## config.mk

```make
export PLATFORM = sky130hd
export DESIGN_NAME = led_strip_command_frame_driver
export DESIGN_NICKNAME = d
export VERILOG_FILES = /design/src/rtl/lscfd_pkg.sv /design/src/rtl/lscfd_ram.sv /design/src/rtl/led_strip_command_frame_driver.sv
export SDC_FILE = /design/constraint.sdc
export NUM_CORES = 1
export LEC_CHECK = 0
export BUFFER_PORTS_ARGS = -buffer_cell sky130_fd_sc_hd__buf_2
export CAP_MARGIN = 20
export CORE_ASPECT_RATIO = 2
export CORE_MARGIN = 2
export CORE_UTILIZATION = 60
export CTS_CLUSTER_DIAMETER = 120
export DETAILED_ROUTE_END_ITERATION = 10
export GPL_TIMING_DRIVEN = 0
export PLACE_DENSITY = 0.88
export SYNTH_ARGS = -nofsm -noshare
export SYNTH_HDL_FRONTEND = slang
export SYNTH_SLANG_ARGS = --single-unit
export TNS_END_PERCENT = 1
```

## constraint.sdc

```tcl
create_clock -name clk_i -period 5.86 [get_ports clk_i]
set_input_delay 0.586 -clock clk_i [delete_from_list [all_inputs] [get_ports clk_i]]
set_output_delay 0.586 -clock clk_i [all_outputs]
set_load 0.02 [all_outputs]
```

## src/rtl/lscfd_pkg.sv

```systemverilog
// Shared types, constants and byte builders for the LED strip command frame driver.
package lscfd_pkg;

  // Default strip capacity and register defaults
  localparam int unsigned LSCFD_MAX_LEDS = 32;
  localparam int unsigned LED_COUNT_W    = 6;
  localparam logic [LED_COUNT_W-1:0] LED_COUNT_RST = 6'd32;

  // Level threshold: a colour is on when its level is above this value
  localparam logic [7:0] LVL_THRESHOLD = 8'd127;
  localparam logic [7:0] LATCH_EN      = 8'h80;

  // Colour store entry: bit 2 red, bit 1 green, bit 0 blue
  localparam int unsigned COLOUR_W = 3;

  // Input word layout
  localparam int unsigned S_TDATA_W = 40;
  localparam int unsigned S_TUSER_W = 3;

  typedef enum logic [2:0] {
    ACT_SET_LED    = 3'd0,
    ACT_UPDATE     = 3'd1,
    ACT_BLANK      = 3'd2,
    ACT_PUSH_COL   = 3'd3,
    ACT_PUSH_SPACE = 3'd4
  } action_e;

  // Sequencer states, one-hot
  typedef enum logic [1:0] {
    ST_IDLE = 2'b01,
    ST_RUN  = 2'b10
  } state_e;

  // Build the latch-enabled command byte for a stored on/off colour
  function automatic logic [7:0] stored_byte(input logic [COLOUR_W-1:0] bits);
    stored_byte = {1'b1, 1'b0, 1'b0, bits[1], 1'b0, bits[2], 1'b0, bits[0]};
  endfunction

  // Pack three 2-bit commands with optional double fade speed
  function automatic logic [7:0] colour_byte(input logic [1:0] rc, input logic [1:0] gc,
                                             input logic [1:0] bc, input logic dbl);
    colour_byte = {1'b1, dbl, gc, rc, bc};
  endfunction

endpackage

```

## src/rtl/lscfd_ram.sv

```systemverilog
// Generic simple dual-port RAM with one write port and a registered read port.
module lscfd_ram #(
  parameter int unsigned WIDTH = 8,
  parameter int unsigned DEPTH = 32,
  localparam int unsigned AW   = (DEPTH > 1) ? $clog2(DEPTH) : 1
) (
  input  logic             clk_i,
  input  logic             we_i,
  input  logic [AW-1:0]    waddr_i,
  input  logic [WIDTH-1:0] wdata_i,
  input  logic             re_i,
  input  logic [AW-1:0]    raddr_i,
  output logic [WIDTH-1:0] rdata_o
);

  logic [WIDTH-1:0] mem_q [DEPTH];
  logic [WIDTH-1:0] rdata_q;

  always_ff @(posedge clk_i) begin
    if (we_i) begin
      mem_q[waddr_i] <= wdata_i;
    end
    // Hold read data until the next read
    if (re_i) begin
      rdata_q <= mem_q[raddr_i];
    end
  end

  assign rdata_o = rdata_q;

endmodule

```

## src/rtl/led_strip_command_frame_driver.sv

```systemverilog
// Top level: accepts LED strip requests and streams the resulting command bytes.
// A push word passes the pending stage, then the output register. An update or blank
//   walks the strip with one store read per LED (n reads, n the effective LED count,
//   1..MAX_LEDS); each read passes the pending stage and the output register, one byte
//   per cycle while the output is not stalled. No request is taken during the walk.
// Reset: control clears at once, led_count returns to 32, valid bits make every LED read off.
module led_strip_command_frame_driver
  import lscfd_pkg::*;
#(
  parameter int unsigned MAX_LEDS = LSCFD_MAX_LEDS
) (
  input  logic                   clk_i,
  input  logic                   rst_ni,
  // Configuration: led_count
  input  logic                   cfg_we_i,
  input  logic [LED_COUNT_W-1:0] cfg_wdata_i,
  // Request stream
  input  logic                   s_axis_tvalid,
  output logic                   s_axis_tready,
  // [4:0] led_index, [12:5] red_level, [20:13] green_level, [28:21] blue_level,
  // [30:29] red_cmd, [32:31] green_cmd, [34:33] blue_cmd, [35] double_speed, [39:36] zero
  input  logic [S_TDATA_W-1:0]   s_axis_tdata,
  // [2:0] action
  input  logic [S_TUSER_W-1:0]   s_axis_tuser,
  // Command byte stream
  output logic                   m_axis_tvalid,
  input  logic                   m_axis_tready,
  // [7:0] command_byte
  output logic [7:0]             m_axis_tdata,
  // [0] latch_after
  output logic                   m_axis_tuser,
  output logic                   m_axis_tlast
);

  localparam int unsigned IDX_W = (MAX_LEDS > 1) ? $clog2(MAX_LEDS) : 1;
  localparam int unsigned CNT_W = $clog2(MAX_LEDS + 1);

  // ---------------------------------------------------------------------------
  // Unpack the request word
  // ---------------------------------------------------------------------------
  logic [4:0] s_idx;
  logic [7:0] s_red, s_green, s_blue;
  logic [1:0] s_rc, s_gc, s_bc;
  logic       s_dbl;
  action_e    s_act;

  assign s_idx   = s_axis_tdata[4:0];
  assign s_red   = s_axis_tdata[12:5];
  assign s_green = s_axis_tdata[20:13];
  assign s_blue  = s_axis_tdata[28:21];
  assign s_rc    = s_axis_tdata[30:29];
  assign s_gc    = s_axis_tdata[32:31];
  assign s_bc    = s_axis_tdata[34:33];
  assign s_dbl   = s_axis_tdata[35];
  assign s_act   = action_e'(s_axis_tuser);

  // ---------------------------------------------------------------------------
  // Configuration register and effective LED count
  // ---------------------------------------------------------------------------
  logic [LED_COUNT_W-1:0] led_count_q;
  logic [CNT_W-1:0]       n_eff;

  always_ff @(posedge clk_i or negedge rst_ni) begin
    if (!rst_ni) begin
      led_count_q <= LED_COUNT_RST;
    end else if (cfg_we_i) begin
      led_count_q <= cfg_wdata_i;
    end
  end

  // Clamp to 1..MAX_LEDS
  always_comb begin
    if (32'(led_count_q) > MAX_LEDS) begin
      n_eff = CNT_W'(MAX_LEDS);
    end else if (led_count_q == '0) begin
      n_eff = CNT_W'(1);
    end else begin
      n_eff = CNT_W'(led_count_q);
    end
  end

  // ---------------------------------------------------------------------------
  // Pipeline: read issue -> pending stage (RAM data) -> output register
  // ---------------------------------------------------------------------------
  state_e           state_q, state_d;
  logic [IDX_W-1:0] addr_q, addr_d;
  logic             blank_q, blank_d;

  logic             pend_q, pend_d;
  logic             pend_ram_q, pend_ram_d;   // byte comes from the colour store
  logic             pend_live_q, pend_live_d; // entry was written since reset
  logic [7:0]       pend_byte_q, pend_byte_d;
  logic             pend_latch_q, pend_latch_d;
  logic             pend_fin_q, pend_fin_d;

  logic             out_vld_q, out_vld_d;
  logic [7:0]       out_byte_q, out_byte_d;
  logic             out_latch_q, out_latch_d;
  logic             out_fin_q, out_fin_d;

  logic [MAX_LEDS-1:0] vld_q;

  logic                s_acc;
  logic                pend_mv;
  logic                pend_free;
  logic                rd_go;
  logic                rd_last;
  logic                wr_en;
  logic [IDX_W-1:0]    wr_addr;
  logic [COLOUR_W-1:0] wr_colour;
  logic [COLOUR_W-1:0] rd_colour;

  // Move the pending byte out when the output register frees up
  assign pend_mv   = pend_q && (!out_vld_q || m_axis_tready);
  assign pend_free = !pend_q || pend_mv;

  // Take a request only while idle and with room for a pushed byte
  assign s_axis_tready = (state_q == ST_IDLE) && pend_free;
  assign s_acc         = s_axis_tvalid && s_axis_tready;

  assign rd_go   = (state_q == ST_RUN) && pend_free;
  assign rd_last = (addr_q == '0);

  // Threshold the colour levels into on/off bits
  assign wr_colour = {s_red > LVL_THRESHOLD, s_green > LVL_THRESHOLD, s_blue > LVL_THRESHOLD};
  assign wr_addr   = IDX_W'(s_idx);
  assign wr_en     = s_acc && (s_act == ACT_SET_LED) && (32'(s_idx) < 32'(n_eff));

  lscfd_ram #(
    .WIDTH (COLOUR_W),
    .DEPTH (MAX_LEDS)
  ) u_store (
    .clk_i   (clk_i),
    .we_i    (wr_en),
    .waddr_i (wr_addr),
    .wdata_i (wr_colour),
    .re_i    (rd_go && !blank_q),
    .raddr_i (addr_q),
    .rdata_o (rd_colour)
  );

  // Valid bits: an entry never written reads as all off
  always_ff @(posedge clk_i or negedge rst_ni) begin
    if (!rst_ni) begin
      vld_q <= '0;
    end else if (wr_en) begin
      vld_q[wr_addr] <= 1'b1;
    end
  end

  always_comb begin
    state_d      = state_q;
    addr_d       = addr_q;
    blank_d      = blank_q;
    pend_d       = pend_q;
    pend_ram_d   = pend_ram_q;
    pend_live_d  = pend_live_q;
    pend_byte_d  = pend_byte_q;
    pend_latch_d = pend_latch_q;
    pend_fin_d   = pend_fin_q;

    if (pend_mv) begin
      pend_d = 1'b0;
    end

    unique case (state_q)
      ST_IDLE: begin
        if (s_acc) begin
          unique case (s_act)
            ACT_UPDATE, ACT_BLANK: begin
              // Walk from the last LED down to the first
              state_d = ST_RUN;
              addr_d  = IDX_W'(n_eff - CNT_W'(1));
              blank_d = (s_act == ACT_BLANK);
            end
            ACT_PUSH_COL: begin
              pend_d       = 1'b1;
              pend_ram_d   = 1'b0;
              pend_byte_d  = colour_byte(s_rc, s_gc, s_bc, s_dbl);
              pend_latch_d = 1'b0;
              pend_fin_d   = 1'b1;
            end
            ACT_PUSH_SPACE: begin
              pend_d       = 1'b1;
              pend_ram_d   = 1'b0;
              pend_byte_d  = 8'h00;
              pend_latch_d = 1'b0;
              pend_fin_d   = 1'b1;
            end
            default: begin
              // Set led is handled by the store write; unknown actions drop
            end
          endcase
        end
      end
      ST_RUN: begin
        if (rd_go) begin
          pend_d       = 1'b1;
          pend_ram_d   = !blank_q;
          pend_live_d  = vld_q[addr_q];
          pend_byte_d  = LATCH_EN;
          pend_latch_d = rd_last;
          pend_fin_d   = rd_last;
          addr_d       = addr_q - IDX_W'(1);
          if (rd_last) begin
            state_d = ST_IDLE;
          end
        end
      end
      default: begin
        state_d = ST_IDLE;
      end
    endcase
  end

  always_comb begin
    out_vld_d   = out_vld_q;
    out_byte_d  = out_byte_q;
    out_latch_d = out_latch_q;
    out_fin_d   = out_fin_q;
    if (pend_mv) begin
      out_vld_d   = 1'b1;
      out_latch_d = pend_latch_q;
      out_fin_d   = pend_fin_q;
      if (pend_ram_q) begin
        out_byte_d = stored_byte(pend_live_q ? rd_colour : '0);
      end else begin
        out_byte_d = pend_byte_q;
      end
    end else if (m_axis_tready) begin
      out_vld_d = 1'b0;
    end
  end

  always_ff @(posedge clk_i or negedge rst_ni) begin
    if (!rst_ni) begin
      state_q   <= ST_IDLE;
      blank_q   <= 1'b0;
      pend_q    <= 1'b0;
      out_vld_q <= 1'b0;
    end else begin
      state_q   <= state_d;
      blank_q   <= blank_d;
      pend_q    <= pend_d;
      out_vld_q <= out_vld_d;
    end
  end

  always_ff @(posedge clk_i) begin
    addr_q       <= addr_d;
    pend_ram_q   <= pend_ram_d;
    pend_live_q  <= pend_live_d;
    pend_byte_q  <= pend_byte_d;
    pend_latch_q <= pend_latch_d;
    pend_fin_q   <= pend_fin_d;
    out_byte_q   <= out_byte_d;
    out_latch_q  <= out_latch_d;
    out_fin_q    <= out_fin_d;
  end

  assign m_axis_tvalid = out_vld_q;
  assign m_axis_tdata  = out_byte_q;
  assign m_axis_tuser  = out_latch_q;
  assign m_axis_tlast  = out_fin_q;

  // ---------------------------------------------------------------------------
  // Assertions
  // ---------------------------------------------------------------------------
  a_latch_on_last : assert property (@(posedge clk_i) disable iff (!rst_ni)
    m_axis_tvalid && m_axis_tuser |-> m_axis_tlast)
    else $error("latch flagged on a byte that is not the last");

  a_read_lands : assert property (@(posedge clk_i) disable iff (!rst_ni)
    rd_go |=> pend_q)
    else $error("issued store read lost before the pending stage");

  a_no_accept_in_run : assert property (@(posedge clk_i) disable iff (!rst_ni)
    state_q == ST_RUN |-> !s_axis_tready)
    else $error("request taken while a frame walk is in progress");

  a_addr_in_range : assert property (@(posedge clk_i) disable iff (!rst_ni)
    state_q == ST_RUN |-> 32'(addr_q) < MAX_LEDS)
    else $error("store read address beyond the strip");

  a_pend_no_overwrite : assert property (@(posedge clk_i) disable iff (!rst_ni)
    pend_q && !pend_mv |-> !rd_go && !(s_acc && (s_act == ACT_PUSH_COL ||
                                               s_act == ACT_PUSH_SPACE)))
    else $error("pending byte overwritten before it moved out");

endmodule
```

After elaboration in Yosys (flattened, before gate mapping) --
Memory sizes are Yosys's and may differ from the RTL's. A register that Yosys moved wholly into a read port is not among the register bits. Index checks and enable logic that the tools add are counted.
Storage, ports and cells: register bits 70, bits in writable memories 96, word-level logic and storage cells 105, memories kept 1
Cells by class: add/sub/neg operators 2, $lt $le $gt $ge 8, equality and inequality tests 12, muxes and demuxes 39, bitwise gates (word level) 1, reductions and logical operators 26
Memories:
- u_store.mem_q | depth 32, bits a word 3, read ports 1, clocked after memory_dff 1, write ports 1, line lscfd_ram.sv:16 | logic [WIDTH-1:0] mem_q [DEPTH];
Operators by type and width (number):
- 32-bit bitwise OR | 1
- 8-bit case mux with 2 select lines | 2
- 8-bit by 7-bit greater-than comparator with 1-bit output (second input constant) | 3
- 5-bit 2-to-1 mux | 4
- 1-bit 2-to-1 mux | 16
- 8-bit 2-to-1 mux | 2
- 4-bit AND reduction | 4
- 5-bit by 6-bit less-than comparator with 1-bit output (second input constant) | 2
- 6-bit 2-to-1 mux | 2
- 5-bit case mux with 2 select lines | 1
- 5-bit by 1-bit subtractor with 5-bit output (second input constant) | 2
- 1-bit logical AND | 8
- 2-bit 2-to-1 mux | 4
- 2-bit inequality test (second input constant) | 4
- 1-bit case mux with 2 select lines | 4
- 3-bit by 2-bit == test with 1-bit output (second input constant) | 2
- 6-bit greater-than comparator (second input constant) | 1
- 6-bit logical NOT | 1
- 5-bit by 6-bit less-than comparator with 1-bit output | 1
- 1-bit binary-select mux with 5-bit select | 1
- 1-bit demux with 5-bit select | 1
- 5-bit by 1-bit >= comparator with 1-bit output (second input constant) | 1
- 5-bit logical NOT | 1
- 2-bit case mux with 2 select lines | 1
- 14 further kinds | 19

Longest topological paths before layout --
depth after elaboration 10, depth in mapped cells 10, depth with buffers taken out 8

Cells and area by module --
Synthesis repeated with hierarchy kept, for this count alone.
Second synthesis, totals: cell total of the unflattened synthesis 503, area, all modules 7434.6 um^2
By module, submodules not included:
- lscfd_ram | times used 1, cells each 185, area each 3938.8 um^2, seq. area each 2972.9 um^2
- led_strip_command_frame_driver | times used 1, cells each 318, area each 3495.9 um^2, seq. area each 1889.3 um^2

Least setup slack after synthesis --
Ideal clock, no wire load.
kind reg2reg, from reg led_count_q[5], to mem u_store.mem_q[14][0] in the netlist's numbering (enable), setup time 0.374 ns, arrival 2.095 ns, path slack 3.390 ns, stages on the path, launching flop included 9, buffers on the path 2, cell sequence dfstp_2 clkbuf_1 nand2b_1 ha_1 nand4b_1 nor2_1 o41a_1 clkbuf_1 nor4_1
Between the ends: word-level cells in the longest chain between the ends 7, elaborated cells on any way between the ends 8
Ends and longest elaborated chain:
- start: declaration | line led_strip_command_frame_driver.sv:60 | logic [LED_COUNT_W-1:0] led_count_q;
- start signal: assignment | line led_strip_command_frame_driver.sv:67 | led_count_q <= cfg_wdata_i;
- branches (longest 2 deep; another with 6-bit greater-than comparator)
- 6-bit 2-to-1 mux * | line led_strip_command_frame_driver.sv:73 | if (32'(led_count_q) > MAX_LEDS) begin
- 5-bit by 6-bit less-than comparator with 1-bit output * | line led_strip_command_frame_driver.sv:127 | assign wr_en = s_acc && (s_act == ACT_SET_LED) && (32'(s_idx) < 32'(n_eff));
- 1-bit logical AND * | line led_strip_command_frame_driver.sv:127
- 1-bit 2-to-1 mux * | line lscfd_ram.sv:20 | if (we_i) begin
- 1-bit 2-to-1 mux (not written as such) * | line lscfd_ram.sv:21 | mem_q[waddr_i] <= wdata_i;
- end: declaration | line lscfd_ram.sv:16
Every way passes the cells marked *.

Worst setup path after layout --
from reg led_count_q[5], to mem u_store.mem_q[14][1] in the netlist's numbering (enable)
Same word-level chain as after synthesis.

==> metrics <==
sequential cell area fraction in the yosys report=66.31%; per-instance average area after synthesis=between 10 and 15 um^2; kind of end point of the critical path=register; crit path launch type=register; number of maximum-capacitance violations=0; primary flip-flop cell chosen by synthesis mapping=sky130_fd_sc_hd__edfxtp_1; power per standard cell area=around 360 mW/mm^2; CP max-delay cell=sky130_fd_sc_hd__nor4_1; Max FO, Critical Path=10; timing endpoint of the critical path=u_store.mem_q[14][1]; final-layout fill cell count=approximately 730; critical path start-end classification=register to register; # hold bufs at CTS=0; antenna violations before repair=0; clock sink count=about 170; delay of the slowest critical-path stage=roughly 1.0 ns; pin count of the biggest net entering global routing=44; Inserted Clock Buffers=17; number of levels in the clock H-tree=4; minimum setup slack among reg-to-reg paths=about 2.4 ns; critical register-to-register path endpoint=u_store.mem_q[14][1]; top sig layer=met4; Lkg Pwr=3.114 nW; shortest clock period the worst path allows after layout=3.446 ns; floorplan row count=57; share of final-layout standard cells stronger than drive strength 1=22.46%; final wirelength=~17000 um; clock latency at the later pin of the worst-skew pair=0.43 ns; via count of the first global-routing pass=a little under 5000; Setup Fix Bufs, Post-CTS=0; Critical Path Most Common Cell=sky130_fd_sc_hd__clkbuf_1; die outline width=82.17 um; Max-Slew Margin vs Limit=a little over 20%; share of the cycle needed by the critical path after routing=58.81%; peak supply drop=about 0.24 mV; number of resized instances in the post-cts repair step=0; crit-path cells=clkbuf_1, nand2b_1, ha_1, nand4b_1, nor2_1, o41a_1, clkbuf_1, nor4_1; clock slew at reported path FFs=0.07 ns; HPWL reported at the end of detailed placement=between 10000 and 15000 um; starting density of the core=60.83%; area of the core=approximately 0.012 mm^2; post-detailed-route DRC marker count=1; number of nets at the end of the flow=~620; gate count after technology mapping=496; I/O pin count=66; Net Count, Synth=557; Synth top area share=approximately half; routed via count divided by cell count=6.576; worst-case clock buffer depth=2; post-layout utilization of the core=69.47%; routed via count=roughly 4700; global-route congestion overflow total=0; wire length on met3=1190 um; number of nets still failing antenna checks after routing=0; Post-Place Cells=between 600 and 700; share of synthesized flip-flops with an asynchronous set or reset=25.44%; Detailed Route Iter0 Violations=approximately 420; Yosys warnings=0; required time at the endpoint of the critical path=a little under 6 ns; Worst Path Arrival=~3.5 ns; 1st-pass router iterations=10; Die ar.=around 0.013 mm^2; setup repair after global routing missed its margin=no; mean routed wirelength per cell=24.31 um; final number of hold-violating endpoints=0; source of the worst register-to-register timing path=led_count_q[5]; Die Height=approximately 160 um; total routed wire length on the met1 layer=~5500 um; global-route wire length before repair=approximately 27000 um; Worst Reg2Reg Path Length in Cells=8; run status=complete, but fails checks; Unique masters post-synth=between 40 and 50; Post-synth EDFFs=between 100 and 150; Max Slew Vio Count=0; total negative slack=0 ns; GRT Resource Usage Total=between 20 and 30%; Mapped Area=0.007332 mm^2; synth-to-layout area growth=14.20%; top cell type by total area after synthesis=sky130_fd_sc_hd__edfxtp_1; routability-driven placement congestion ratio=roughly 0.93; slew at the pin with the worst max-slew slack=1.179 ns; worst hold-check path type=input port to async pin; met2 WL=9691 um; source of the critical timing path=led_count_q[5]; most area-consuming cells after synthesis=sky130_fd_sc_hd__edfxtp_1 (52%), sky130_fd_sc_hd__dfrtp_1 (14%), sky130_fd_sc_hd__mux4_2 (9.2%), sky130_fd_sc_hd__nor4_1 (2.7%), sky130_fd_sc_hd__or2_1 (2.4%); number of I/O port buffers=35; peak clock frequency supported by timing=0.2902 GHz; final non-filler cell total=717; library cell used as clock root buffer=sky130_fd_sc_hd__clkbuf_16; number of inserted diodes=0; failing checks=design-rule violations; endpoints failing setup=0; CTS tree=built; post-route clock skew=0.008807 ns; number of synthesized register bits=~170
[critical path, delay by kind of cell, from the launching register on]
| family | cells | cell delay (ns) |
|---|---|---|
| buffers and inverters | 2 | 0.60 |
| adders and majority gates | 1 | 0.29 |
| and+or+nand+nor | 4 | 1.46 |
| AOI/OAI and AO/OA | 1 | 0.18 |
| DFF | 1 | 0.52 |
[synthesized netlist by cell type (all sizes together) (10+ instances only)]
cell and number:
or2 32, edfxtp 126, inv 10, dfrtp 41
and2 16, nor2b 12, mux2 14, mux4 30
buf 11, nor4 32, nand2 46, a21oi 15
clkbuf 21, nor2 16
[state kept, by name, indices dropped and copies added, names as in the netlist]
register and count:
pend_byte_q 8, blank_q 1, m_axis_tdata 8, state_q 2
pend_q 1, m_axis_tuser 1, pend_fin_q 1, pend_live_q 1
led_count_q 6, pend_latch_q 1, vld_q 32, m_axis_tlast 1
pend_ram_q 1, m_axis_tvalid 1, u_store.rdata_o 3, addr_q 5
u_store.mem_q 96
[routing by layer]
layer | vias up | track usage (%)
met5 | - | 0
met4 | 0 | 18.03
met3 | 83 | 6.011
met2 | 316 | 49.70
met1 | 2327 | 28.93
li1 | 1989 | -
[cell families (layout without fill, tap and decap cells)]
family          Yosys count  in the layout  share of synthesized area, %
mux                      53             53                         12.59
xor+xnor                  4              4                        0.4779
flops                   169            169                         66.31
buf+inv                  42            116                         2.440
compound gates           39             39                         3.379
fa+ha+maj                 7              7                         1.194
simple gates            182            182                         13.60
[where the power goes]
group	leakage (nW)	total [W]	internal, W	switching, W
Sequential	1.71	0.00144	0.00140	0.0000370
Combinational	1.11	0.000469	0.000184	0.000285
Clock	0.288	0.00112	0.000639	0.000485
[cells in the final DEF, fill, tap and decap left out, types with 6 or more instances in the layout]
master	count
sky130_fd_sc_hd__nor2b_1	12
sky130_fd_sc_hd__nor2_1	16
sky130_fd_sc_hd__edfxtp_1	126
sky130_fd_sc_hd__buf_2	37
sky130_fd_sc_hd__nor4_1	32
sky130_fd_sc_hd__mux2i_1	9
sky130_fd_sc_hd__inv_1	9
sky130_fd_sc_hd__clkbuf_16	17
sky130_fd_sc_hd__dfrtp_1	41
sky130_fd_sc_hd__o21ai_0	6
sky130_fd_sc_hd__buf_1	6
sky130_fd_sc_hd__or2_1	28
sky130_fd_sc_hd__and2_1	16
sky130_fd_sc_hd__mux2_2	14
sky130_fd_sc_hd__clkbuf_1	22
sky130_fd_sc_hd__nand2_1	46
sky130_fd_sc_hd__nand2b_1	7
sky130_fd_sc_hd__ha_1	7
sky130_fd_sc_hd__a21oi_1	15
sky130_fd_sc_hd__mux4_2	30
[through the flow]
step / total power [W] / setup WS (ns) / hold WS [ns] / instance area [um^2]
floorplan: 0.001763 / 3.390 / 0.2904 / 7332
global placement: 0.001883 / 2.615 / 0.4062 / 7691
global route: 0.003120 / 2.353 / 0.01064 / 8373
CTS: 0.003024 / 2.423 / 0.3626 / 8323
finish: 0.003031 / 2.414 / 0.006630 / 8373
detailed placement: 0.001915 / 2.521 / 0.4052 / 7734
[final cells by class]
| cell class | instances | area, um^2 | share of cell area, % |
|---|---|---|---|
| Buffer | 32 | 141.4 | 1.689 |
| Clock buffer | 18 | 429.2 | 5.126 |
| Clock inverter | 14 | 160.2 | 1.913 |
| Inverter | 10 | 37.54 | 0.4483 |
| Multi-Input combinational cell | 285 | 2291 | 27.36 |
| Sequential cell | 169 | 4862 | 58.07 |
| Tap cell | 147 | 183.9 | 2.197 |
| Timing Repair Buffer | 42 | 267.8 | 3.198 |
[worst min path at each step]
stage                             from        endpoint  slack (ns)
after floorplan                 rst_ni         blank_q        0.29
after global placement    pend_latch_q    m_axis_tuser        0.41
after detailed placement    pend_fin_q    m_axis_tlast        0.41
after CTS                       rst_ni  led_count_q[0]        0.36
after global routing            rst_ni  led_count_q[0]        0.01
final                           rst_ni  led_count_q[0]       0.007
(Power assumes the default switching activity.)
